**src/design/acs_pkg.sv**
```systemverilog
// shared types, constants and helper functions for the adc scan block
// no dependencies
package acs_pkg;

    localparam int NUM_CHANNELS = 12;
    localparam int RING_DEPTH   = 2;
    localparam int MASK_W       = 12;
    localparam int CHAN_W       = 4;
    localparam int SAMPLE_W     = 12;
    localparam int PRESCALE_W   = 3;
    localparam int PTR_W        = (RING_DEPTH > 1) ? $clog2(RING_DEPTH) : 1;
    localparam int CIDX_W       = (NUM_CHANNELS > 1) ? $clog2(NUM_CHANNELS) : 1;
    localparam int STORE_DEPTH  = NUM_CHANNELS * RING_DEPTH;
    localparam int ADDR_W       = (STORE_DEPTH > 1) ? $clog2(STORE_DEPTH) : 1;
    localparam int CFG_IDX_W    = 2;
    localparam int CFG_DATA_W   = 12;

    localparam logic [1:0] FUNC_SAMPLE  = 2'd0;
    localparam logic [1:0] FUNC_READ    = 2'd1;
    localparam logic [1:0] FUNC_START   = 2'd2;
    localparam logic [1:0] FUNC_TIMEOUT = 2'd3;

    localparam logic [1:0] KIND_READ    = 2'd0;
    localparam logic [1:0] KIND_CONVERT = 2'd1;
    localparam logic [1:0] KIND_DONE    = 2'd2;

    localparam logic [1:0] ST_OK      = 2'd0;
    localparam logic [1:0] ST_EMPTY   = 2'd1;
    localparam logic [1:0] ST_DROPPED = 2'd2;
    localparam logic [1:0] ST_ABORTED = 2'd3;

    localparam logic [CFG_IDX_W-1:0] CFG_ENABLED  = 2'd0;
    localparam logic [CFG_IDX_W-1:0] CFG_PRESCALE = 2'd1;

    typedef struct packed {
        logic [1:0]          func;
        logic [CHAN_W-1:0]   channel;
        logic [SAMPLE_W-1:0] sample;
    } t_in_item;

    typedef struct packed {
        logic [1:0]          kind;
        logic [1:0]          status;
        logic [CHAN_W-1:0]   target_channel;
        logic [SAMPLE_W-1:0] sample_out;
        logic [1:0]          divider_code;
    } t_out_item;

    typedef struct packed {
        logic [CHAN_W-1:0] chan;
        logic              push;
        logic              pop;
    } t_ptr_upd;

    typedef struct packed {
        logic             in_range;
        logic [PTR_W-1:0] head;
        logic [PTR_W-1:0] tail;
        logic             full;
        logic             empty;
    } t_ptr_stat;

    typedef struct packed {
        logic              found;
        logic [CHAN_W-1:0] idx;
    } t_pick;

    function automatic logic chan_ok(input logic [CHAN_W-1:0] chan);
        return {2'b00, chan} < 6'(NUM_CHANNELS);
    endfunction

    function automatic logic [PTR_W-1:0] ring_next(input logic [PTR_W-1:0] p);
        logic [PTR_W:0] inc;
        inc = {1'b0, p} + {{PTR_W{1'b0}}, 1'b1};
        return (inc >= (PTR_W+1)'(RING_DEPTH)) ? '0 : inc[PTR_W-1:0];
    endfunction

    function automatic logic [ADDR_W-1:0] ring_addr(input logic [CHAN_W-1:0] chan,
                                                    input logic [PTR_W-1:0] ptr);
        return ADDR_W'(chan) * ADDR_W'(RING_DEPTH) + ADDR_W'(ptr);
    endfunction

    // lowest enabled channel at or above from
    function automatic t_pick pick_channel(input logic [MASK_W-1:0] mask,
                                           input logic [CHAN_W:0] from);
        t_pick res;
        res = '0;
        for (int c = MASK_W - 1; c >= 0; c--) begin
            if (c < NUM_CHANNELS && (CHAN_W+1)'(c) >= from && mask[c]) begin
                res.found = 1'b1;
                res.idx   = CHAN_W'(c);
            end
        end
        return res;
    endfunction

endpackage

```
**src/design/acs_sample_ram.sv**
```systemverilog
// sample store: one write port, one read port with registered read data
// depends on acs_pkg
module acs_sample_ram (
    input  logic                          i_clk,
    input  logic                          i_we,
    input  logic [acs_pkg::ADDR_W-1:0]    i_waddr,
    input  logic [acs_pkg::SAMPLE_W-1:0]  i_wdata,
    input  logic                          i_re,
    input  logic [acs_pkg::ADDR_W-1:0]    i_raddr,
    output logic [acs_pkg::SAMPLE_W-1:0]  o_rdata
);
    import acs_pkg::*;

    logic [SAMPLE_W-1:0] r_mem [STORE_DEPTH];
    logic [SAMPLE_W-1:0] r_rdata;

    always_ff @(posedge i_clk) begin
        if (i_we) begin
            r_mem[i_waddr] <= i_wdata;
        end
        if (i_re) begin
            r_rdata <= r_mem[i_raddr];
        end
    end

    assign o_rdata = r_rdata;

endmodule

```
**src/design/acs_ring_ptrs.sv**
```systemverilog
// head and tail pointers of the per-channel rings, with full and empty status
// depends on acs_pkg
module acs_ring_ptrs (
    input  logic                        i_clk,
    input  logic                        i_rst_n,
    input  logic [acs_pkg::CHAN_W-1:0]  i_look_chan,
    output logic [acs_pkg::PTR_W-1:0]   o_look_tail,
    input  acs_pkg::t_ptr_upd           i_upd,
    output acs_pkg::t_ptr_stat          o_stat
);
    import acs_pkg::*;

    logic [PTR_W-1:0]  r_head [NUM_CHANNELS];
    logic [PTR_W-1:0]  r_tail [NUM_CHANNELS];
    logic [CIDX_W-1:0] look_idx;
    logic [CIDX_W-1:0] upd_idx;
    logic              upd_ok;

    assign look_idx = CIDX_W'(i_look_chan);
    assign upd_idx  = CIDX_W'(i_upd.chan);
    assign upd_ok   = chan_ok(i_upd.chan);

    assign o_look_tail = chan_ok(i_look_chan) ? r_tail[look_idx] : '0;

    always_comb begin
        o_stat          = '0;
        o_stat.in_range = upd_ok;
        if (upd_ok) begin
            o_stat.head  = r_head[upd_idx];
            o_stat.tail  = r_tail[upd_idx];
            o_stat.full  = ring_next(r_head[upd_idx]) == r_tail[upd_idx];
            o_stat.empty = r_head[upd_idx] == r_tail[upd_idx];
        end
    end

    always_ff @(posedge i_clk) begin
        if (!i_rst_n) begin
            for (int c = 0; c < NUM_CHANNELS; c++) begin
                r_head[c] <= '0;
                r_tail[c] <= '0;
            end
        end else if (upd_ok) begin
            if (i_upd.push) begin
                r_head[upd_idx] <= ring_next(r_head[upd_idx]);
            end
            if (i_upd.pop) begin
                r_tail[upd_idx] <= ring_next(r_tail[upd_idx]);
            end
        end
    end

endmodule

```
**src/design/adc_scan_with_channel_fifos.sv**
```systemverilog
// adc scan sequencer with one sample ring per channel: top level
// depends on acs_pkg, acs_sample_ram and acs_ring_ptrs
//
// Input channel (i_in_valid / o_in_stall, payload i_in_data) carries items:
// sample arrived, read channel, start scan, wait timed out. Every item gives
// exactly one result on the output channel (o_out_valid / i_out_stall,
// payload o_out_data): a read answer, a convert command or a done report.
// Registers are written through i_cfg_valid / o_cfg_ready with i_cfg_index
// (0 enabled channel mask, 1 clock prescale) and i_cfg_data; other indexes
// are ignored. The config port is always ready.
// Timing: an item is accepted and the sample memory is read in that cycle;
// the item then waits in registers and executes once the output register
// is free, loading the output register. The input stalls while an item
// waits or executes, so a new item is not taken before the last one has
// executed; this follows from the registered read data of the sample memory
// and the read-modify-write of the ring pointers.
// Reset clears ring pointers, scan state, mask (0) and prescale (7); sample
// memory content is not cleared and needs no clearing pass.
// When the receiver stalls, the result holds in the output register; one
// further item can be taken and waits unexecuted until the register frees.
module adc_scan_with_channel_fifos (
    input  logic                            i_clk,
    input  logic                            i_rst_n,
    input  logic                            i_in_valid,
    output logic                            o_in_stall,
    input  acs_pkg::t_in_item               i_in_data,
    output logic                            o_out_valid,
    input  logic                            i_out_stall,
    output acs_pkg::t_out_item              o_out_data,
    input  logic                            i_cfg_valid,
    output logic                            o_cfg_ready,
    input  logic [acs_pkg::CFG_IDX_W-1:0]   i_cfg_index,
    input  logic [acs_pkg::CFG_DATA_W-1:0]  i_cfg_data
);
    import acs_pkg::*;

    logic [MASK_W-1:0]     r_mask;
    logic [PRESCALE_W-1:0] r_prescale;
    logic                  r_busy;
    logic [1:0]            r_func;
    logic [CHAN_W-1:0]     r_chan;
    logic [SAMPLE_W-1:0]   r_sample;
    logic                  r_scan;
    logic [CHAN_W-1:0]     r_cur;
    logic                  r_out_valid;
    t_out_item             r_out;

    logic                  n_scan;
    logic [CHAN_W-1:0]     n_cur;
    t_out_item             n_out;

    logic                  accept;
    logic                  fire;
    logic                  out_free;
    logic [PTR_W-1:0]      look_tail;
    t_ptr_upd              upd;
    t_ptr_stat             stat;
    t_pick                 pick;
    logic [CHAN_W:0]       pick_from;
    logic                  ram_re;
    logic                  ram_we;
    logic [ADDR_W-1:0]     ram_raddr;
    logic [ADDR_W-1:0]     ram_waddr;
    logic [SAMPLE_W-1:0]   ram_rdata;
    logic [1:0]            sample_st;

    assign o_cfg_ready = 1'b1;
    assign o_in_stall  = r_busy;
    assign accept      = i_in_valid && !o_in_stall;
    assign out_free    = !r_out_valid || !i_out_stall;
    assign fire        = r_busy && out_free;

    assign o_out_valid = r_out_valid;
    assign o_out_data  = r_out;

    // memory read issued in the transfer cycle
    assign ram_re    = accept && i_in_data.func == FUNC_READ && chan_ok(i_in_data.channel);
    assign ram_raddr = ring_addr(i_in_data.channel, look_tail);

    acs_sample_ram u_ram (
        .i_clk   (i_clk),
        .i_we    (ram_we),
        .i_waddr (ram_waddr),
        .i_wdata (r_sample),
        .i_re    (ram_re),
        .i_raddr (ram_raddr),
        .o_rdata (ram_rdata)
    );

    acs_ring_ptrs u_ptrs (
        .i_clk       (i_clk),
        .i_rst_n     (i_rst_n),
        .i_look_chan (i_in_data.channel),
        .o_look_tail (look_tail),
        .i_upd       (upd),
        .o_stat      (stat)
    );

    assign pick_from = (r_func == FUNC_START) ? '0 : ({1'b0, r_cur} + (CHAN_W+1)'(1));
    assign pick      = pick_channel(r_mask, pick_from);
    assign ram_waddr = ring_addr(r_cur, stat.head);

    always_comb begin
        n_scan             = r_scan;
        n_cur              = r_cur;
        n_out              = '0;
        n_out.divider_code = 2'(r_prescale >> 1);
        upd                = '0;
        upd.chan           = (r_func == FUNC_SAMPLE) ? r_cur : r_chan;
        ram_we             = 1'b0;
        sample_st          = ST_OK;
        case (r_func)
            FUNC_SAMPLE: begin
                if (stat.in_range && !stat.full) begin
                    upd.push = fire;
                    ram_we   = fire;
                end else begin
                    sample_st = ST_DROPPED;
                end
                n_out.status = sample_st;
                n_out.kind   = KIND_DONE;
                if (r_scan) begin
                    if (pick.found) begin
                        n_cur                = pick.idx;
                        n_out.kind           = KIND_CONVERT;
                        n_out.target_channel = pick.idx;
                    end else begin
                        n_scan = 1'b0;
                    end
                end
            end
            FUNC_READ: begin
                n_out.kind           = KIND_READ;
                n_out.target_channel = r_chan;
                if (stat.in_range && !stat.empty) begin
                    upd.pop          = fire;
                    n_out.sample_out = ram_rdata;
                end else begin
                    n_out.status = ST_EMPTY;
                end
            end
            FUNC_START: begin
                if (pick.found) begin
                    n_scan               = 1'b1;
                    n_cur                = pick.idx;
                    n_out.kind           = KIND_CONVERT;
                    n_out.target_channel = pick.idx;
                end else begin
                    n_scan     = 1'b0;
                    n_out.kind = KIND_DONE;
                end
            end
            default: begin
                n_out.kind = KIND_DONE;
                if (r_scan) begin
                    n_scan       = 1'b0;
                    n_out.status = ST_ABORTED;
                end
            end
        endcase
    end

    always_ff @(posedge i_clk) begin
        if (!i_rst_n) begin
            r_mask      <= '0;
            r_prescale  <= '1;
            r_busy      <= 1'b0;
            r_scan      <= 1'b0;
            r_cur       <= '0;
            r_out_valid <= 1'b0;
        end else begin
            if (i_cfg_valid && o_cfg_ready) begin
                unique case (i_cfg_index)
                    CFG_ENABLED:  r_mask     <= i_cfg_data[MASK_W-1:0];
                    CFG_PRESCALE: r_prescale <= i_cfg_data[PRESCALE_W-1:0];
                    default: ;
                endcase
            end
            if (accept) begin
                r_busy <= 1'b1;
            end else if (fire) begin
                r_busy <= 1'b0;
            end
            if (fire) begin
                r_scan      <= n_scan;
                r_cur       <= n_cur;
                r_out_valid <= 1'b1;
            end else if (!i_out_stall) begin
                r_out_valid <= 1'b0;
            end
        end
    end

    always_ff @(posedge i_clk) begin
        if (accept) begin
            r_func   <= i_in_data.func;
            r_chan   <= i_in_data.channel;
            r_sample <= i_in_data.sample;
        end
        if (fire) begin
            r_out <= n_out;
        end
    end

    a_convert_in_range: assert property (@(posedge i_clk) disable iff (!i_rst_n)
        o_out_valid && o_out_data.kind == KIND_CONVERT
        |-> chan_ok(o_out_data.target_channel))
        else $error("convert command names a channel out of range");

    a_write_only_on_room: assert property (@(posedge i_clk) disable iff (!i_rst_n)
        ram_we |-> (r_busy && r_func == FUNC_SAMPLE && stat.in_range && !stat.full))
        else $error("sample memory written without room in the ring");

    a_no_data_off_read: assert property (@(posedge i_clk) disable iff (!i_rst_n)
        o_out_valid && o_out_data.kind != KIND_READ |-> o_out_data.sample_out == '0)
        else $error("sample data on a result that is not a read answer");

    a_scan_needs_channel: assert property (@(posedge i_clk) disable iff (!i_rst_n)
        r_scan |-> chan_ok(r_cur))
        else $error("scan running on a channel out of range");

endmodule

```
**config.mk**
```make
export PLATFORM = sky130hd
export DESIGN_NAME = adc_scan_with_channel_fifos
export DESIGN_NICKNAME = d
export VERILOG_FILES = /design/src/design/acs_pkg.sv /design/src/design/acs_sample_ram.sv /design/src/design/acs_ring_ptrs.sv /design/src/design/adc_scan_with_channel_fifos.sv
export SDC_FILE = /design/constraint.sdc
export NUM_CORES = 1
export LEC_CHECK = 0
export BUFFER_PORTS_ARGS = -buffer_cell sky130_fd_sc_hd__buf_2
export CAP_MARGIN = 10
export CORE_UTILIZATION = 45
export CTS_CLUSTER_SIZE = 28
export DETAILED_ROUTE_END_ITERATION = 7
export HOLD_SLACK_MARGIN = 0.06
export MAX_ROUTING_LAYER = met4
export PLACE_DENSITY = 0.69
export SLEW_MARGIN = 5
export SYNTH_ARGS = -nofsm -noshare
export SYNTH_HDL_FRONTEND = slang
export SYNTH_HIERARCHICAL = 1
export SYNTH_SLANG_ARGS = --single-unit
```
**constraint.sdc**
```tcl
create_clock -name i_clk -period 13.06 [get_ports i_clk]
set_input_delay 1.959 -clock i_clk [delete_from_list [all_inputs] [get_ports i_clk]]
set_output_delay 1.959 -clock i_clk [all_outputs]
set_load 0.05 [all_outputs]
```
### Word-level counts from Yosys, hierarchy flattened

Memory sizes are Yosys's and may differ from the RTL's. A register that Yosys moved wholly into a read port is not among the register bits.
Index checks and enable logic that the tools add are counted.

| operators by class | value |
|---|---|
| magnitude comparators | 16 |
| bitwise operators | 1 |
| add/sub/neg operators | 5 |
| reduce and logical (&&, ||, !) cells | 35 |
| mux-type cells | 58 |
| equality and inequality tests | 8 |

Operators with widths:

| kind | count |
|---|---|
| $mux 5 | 13 |
| $mux 4 | 8 |
| $mux 1 | 28 |
| $ge 3x5->1 const A | 4 |
| $ge 4x5->1 const A | 4 |
| $logic_and 1x1->1 | 18 |
| $pmux 2 s3 | 2 |
| $pmux 4 s3 | 1 |
| $add 5x1->5 | 2 |
| $ge 1x5->1 const A | 2 |
| $ge 2x5->1 const A | 2 |
| $lt 4x4->1 const B | 2 |
| $mux 2 | 4 |
| $pmux 4 s2 | 1 |
| $reduce_and 2->1 | 4 |
| $eq 2x1->1 const B | 3 |
| $add 4x1->5 const B | 1 |
| $logic_not 1->1 | 5 |
| $add 1x1->2 const B | 2 |
| $ge 2x2->1 const B | 2 |
| $logic_not 2->1 | 2 |
| $reduce_bool 2->1 | 2 |
| $pmux 1 s3 | 1 |
| $reduce_and 3->1 | 1 |
| other kinds (7) | 9 |

| storage, ports and cells | value |
|---|---|
| input bits | 37 |
| bits in writable memories | 312 |
| word-level logic and storage cells | 140 |
| memories | 3 |
| register bits | 62 |
| output and inout port bits | 25 |

Memory list:

| name | words | width | read ports | clocked after memory_dff | write ports | RTL line | RTL |
|---|---|---|---|---|---|---|---|
| u_ram.r_mem | 24 | 12 | 1 | 1 | 1 | acs_sample_ram.sv:14 | `logic [SAMPLE_W-1:0] r_mem [STORE_DEPTH];` |
| u_ptrs.r_head | 12 | 1 | 1 | 0 | 12 | acs_ring_ptrs.sv:13 | `logic [PTR_W-1:0] r_head [NUM_CHANNELS];` |
| u_ptrs.r_tail | 12 | 1 | 2 | 0 | 12 | acs_ring_ptrs.sv:14 | `logic [PTR_W-1:0] r_tail [NUM_CHANNELS];` |

### Depth between registers and ports, before layout

| logic depth | value |
|---|---|
| word-level depth | 19 |
| depth in mapped cells | 16 |
| depth with buffers taken out | 13 |

### Cells and area by module

Netlist, hierarchy kept.

By module, submodules not included:

| module | cells an instance | instances | area an instance (sq um) | seq. area each (sq um) |
|---|---|---|---|---|
| acs_sample_ram | 551 | 1 | 11,574.9 | 9,008.6 |
| adc_scan_with_channel_fifos | 229 | 1 | 2,701.3 | 1,621.6 |
| acs_ring_ptrs | 173 | 1 | 1,819.2 | 720.7 |

### Least setup slack after synthesis

Ideal clock, no wire load.

| timing path | value |
|---|---|
| path kind | reg2reg |
| from | register r_func[1] |
| to | memory u_ram.r_mem[0][0], enable pin |
| arrival time | 4,075 ps |
| required time | 12,680 ps |
| cell stages (with the launch flop) | 13 |
| period minus slack after synthesis | 4,455 ps |
| buffers on the path | 3 |
| setup time | 380 ps |
| path slack | 8,605 ps |
| path through | edfxtp_1 > nor2_1 > mux2_2 > buf_2 > buf_2 > mux4_2 > mux2i_4 > xnor2_1 > o32ai_1 > nor4b_1 > or3b_2 > clkbuf_1 > nor2_1 |

RTL lines:

| element | RTL line | RTL |
|---|---|---|
| from (decl) | adc_scan_with_channel_fifos.sv:40 | `logic [1:0] r_func;` |
| from (signal assigned) | adc_scan_with_channel_fifos.sv:196 | `r_func <= i_in_data.func;` |
| to (decl) | acs_sample_ram.sv:14 |  |

==> impl_metrics.ini <==
[min_path]
hp-class = reg -> reg
hold_depth = 0
hold_end = o_out_data[1]$_DFFE_PP_
hold_path.startpoint = r_prescale[2]$_SDFFE_PN1P_

[power_and_ir_drop]
p_per_area_nw_per_um2 = 145
leakagePower_nw = 5.94
peakVddDrop_v = 0.000116

[cells_and_area]
num_antenna_cells = 0
layout-drive-gt1-share_pct = 20.5
fill_cells = 2826
area_growth_pct = 12.6
fin_nets = 1070

[sta]
fin_ws_ps = 7670
final-setup-viol-count = 0
fin_skew_ps = 21.0
fin_crit_ps = 5390
slew_viol_final = 0
hold_violations = 0
fin_crit_sh_pct = 41.3
rsz0062_at_grt = false
fmaxAchievable_mhz = 185
relSlewSlack_pct = 18.9
setup_tns_ps = 0
tightest_slew_ps = 1210

[critical_path]
crit_path_cell_trace = nor2_1 > mux2_2 > nor2b_1 > a22oi_1 > a21boi_0 > o32ai_1 > nor4b_2 > nand3b_1 > nor2_1
r2r_start = r_func[0]$_DFFE_PP_
critical_path.most_common_cell = nor2_1
required_ps = 13200
r2r_slack_ps = 7670
start_kind = flip-flop
critPathLaunch = r_func[0]$_DFFE_PP_
critPathKind = reg -> reg
worstPathMaxFanout = 21
crit_path_end_kind = flip-flop
crit_path_top_delay_cell = nor2_1
crit_arrival_ps = 5530
reg2reg_to = u_ram/r_mem[14][6]$_DFFE_PP_
max_stage_delay_ps = 1020
ff2ff_path_depth = 9

[global_route]
busiest_layer = met2
antenna_found_initial = 0
grt_first_pass_wirelength_um = 53500
grt_pass1_vias = 8735
met2_usage_pct = 32.6
grt_overflow = 0
grtUsageMet1_pct = 27.3
use_met3_pct = 3.12
grt_max_degree = 54
grt_usage_pct = 20.5

[detailed_routing]
routed_wl_um = 35400
drtAntennaViolNets = 0
drc = 0
drt_first_pass_iters = 5
wl_per_cell_um = 23.3
initialDrtViolationCount = 818
vias = 8929
viasPerCell = 5.89

[clock_network]
cts_resized = 0
post_cts_buffers = 0
path_clk_slew_ps = 60
htreeDepth = 2
numCtsBuffers = 39
cts_tree = built
max-clock-path-buffers = 3
clock-root-buffer = clkbuf_16
clk-insertion-delay-late_ps = 530
clock-sinks = 393
hold_buffers = 0

[placed_design]
gp_congestion = 0.854
port_buffers = 60
dp_hpwl_um = 22300
pre_cts_ws_ps = 7480

[floorplan]
dieWidth_um = 191
placementRows = 68
start_util_pct = 46.1
die_h_um = 191
io_pins = 62
core_sq_um = 34900
die_area_sq_um = 36500

[logic_synthesis]
synth_area_sq_um = 16100
ys_warn_count = 6
syn_avg_cell_area_sq_um = 16.9
synth_cells = 952

[status]
status = complete, no violations

[run]
cap_violations = 0
-- sequential cells by signal (all words and copies together) (netlist names) --
name	count
r_chan	4
o_out_data	22
r_func	2
u_ptrs/r_tail	16
o_out_valid	1
r_prescale	2
r_mask	12
r_sample	12
u_ram/r_mem	288
u_ram/o_rdata	12
r_scan	1
u_ptrs/r_head	16
o_in_stall	1
r_cur	4
-- layer usage --
metal / share of wire, % / wire (um) / up-vias
li1: - / - / 3956
met1: 42 / 15000 / 4581
met2: 48 / 17100 / 331
met3: 6.5 / 2310 / 61
met4: 2.6 / 911 / 0
met5: 0 / 0 / -
-- cell type report --
cell class | count | area, sq um | area share [%]
inverters | 9 | 33.8 | 0.187
repair buffers | 84 | 483 | 2.67
flip-flops and latches | 393 | 11400 | 62.7
clock inverters | 20 | 153 | 0.843
clock buffers | 50 | 1070 | 5.91
well taps | 455 | 569 | 3.14
multi-input cells | 505 | 4450 | 24.6
-- how the worst max path moves through the flow --
| stage | slack [ps] | cells past startpoint | end |
|---|---|---|---|
| global placement | 7510 | 10 | u_ram/o_rdata[11]$_DFFE_PP_ |
| finish | 7670 | 9 | u_ram/r_mem[14][6]$_DFFE_PP_ |
| global route | 7270 | 9 | u_ram/r_mem[14][6]$_DFFE_PP_ |
| detailed placement | 7480 | 10 | u_ram/o_rdata[11]$_DFFE_PP_ |
| floorplan | 8620 | 11 | u_ram/r_mem[0][0]$_DFFE_PP_ |
| CTS | 7680 | 9 | u_ram/r_mem[18][5]$_DFFE_PP_ |
-- power breakdown --
part / internal [mW] / switching, mW / leakage, nW / total (mW)
clock network: 0.619 / 0.454 / 0.596 / 1.07
logic: 0.0448 / 0.0893 / 1.84 / 0.134
registers: 1.39 / 0.0242 / 3.51 / 1.41
total: 2.05 / 0.567 / 5.94 / 2.62
-- metrics by stage --
stage / instances / utilization (%) / power [mW] / area (sq um) / hold WS (ps)
after floorplan: 959 / - / 1.52 / 16100 / 408
after global placement: 1445 / 48.4 / 1.57 / 16900 / 414
after detailed placement: 1445 / 48.4 / 1.57 / 16900 / 429
after CTS: 1515 / 51.9 / 2.64 / 18100 / 443
after global routing: 1516 / 51.9 / 2.70 / 18100 / 459
final: 1516 / 51.9 / 2.62 / 18100 / 441
-- placed cells by master, fill, tap and decap left out, types with 12 or more instances in the layout --
cell type  instances
a21oi_1           21
a22oi_1           15
a2bb2oi_1         14
and2_1            16
buf_2             59
buf_4             25
clkbuf_16         41
dfxtp_1           45
edfxtp_1         348
mux2i_1           83
mux4_2            53
nand2_1           57
nand3_1           17
nor2_1            53
nor2b_1           13
o211ai_1          18
o21ai_0           12
o311ai_1          12
-- worst max-delay path, delay by kind of cell (launching register included) --
family / cells / cell delay, ps
muxes: 1 / 590
and+or+nand+nor: 5 / 3250
DFF: 1 / 500
AOI/OAI and AO/OA: 3 / 650
No activity file was read; power rests on OpenSTA's default activity.
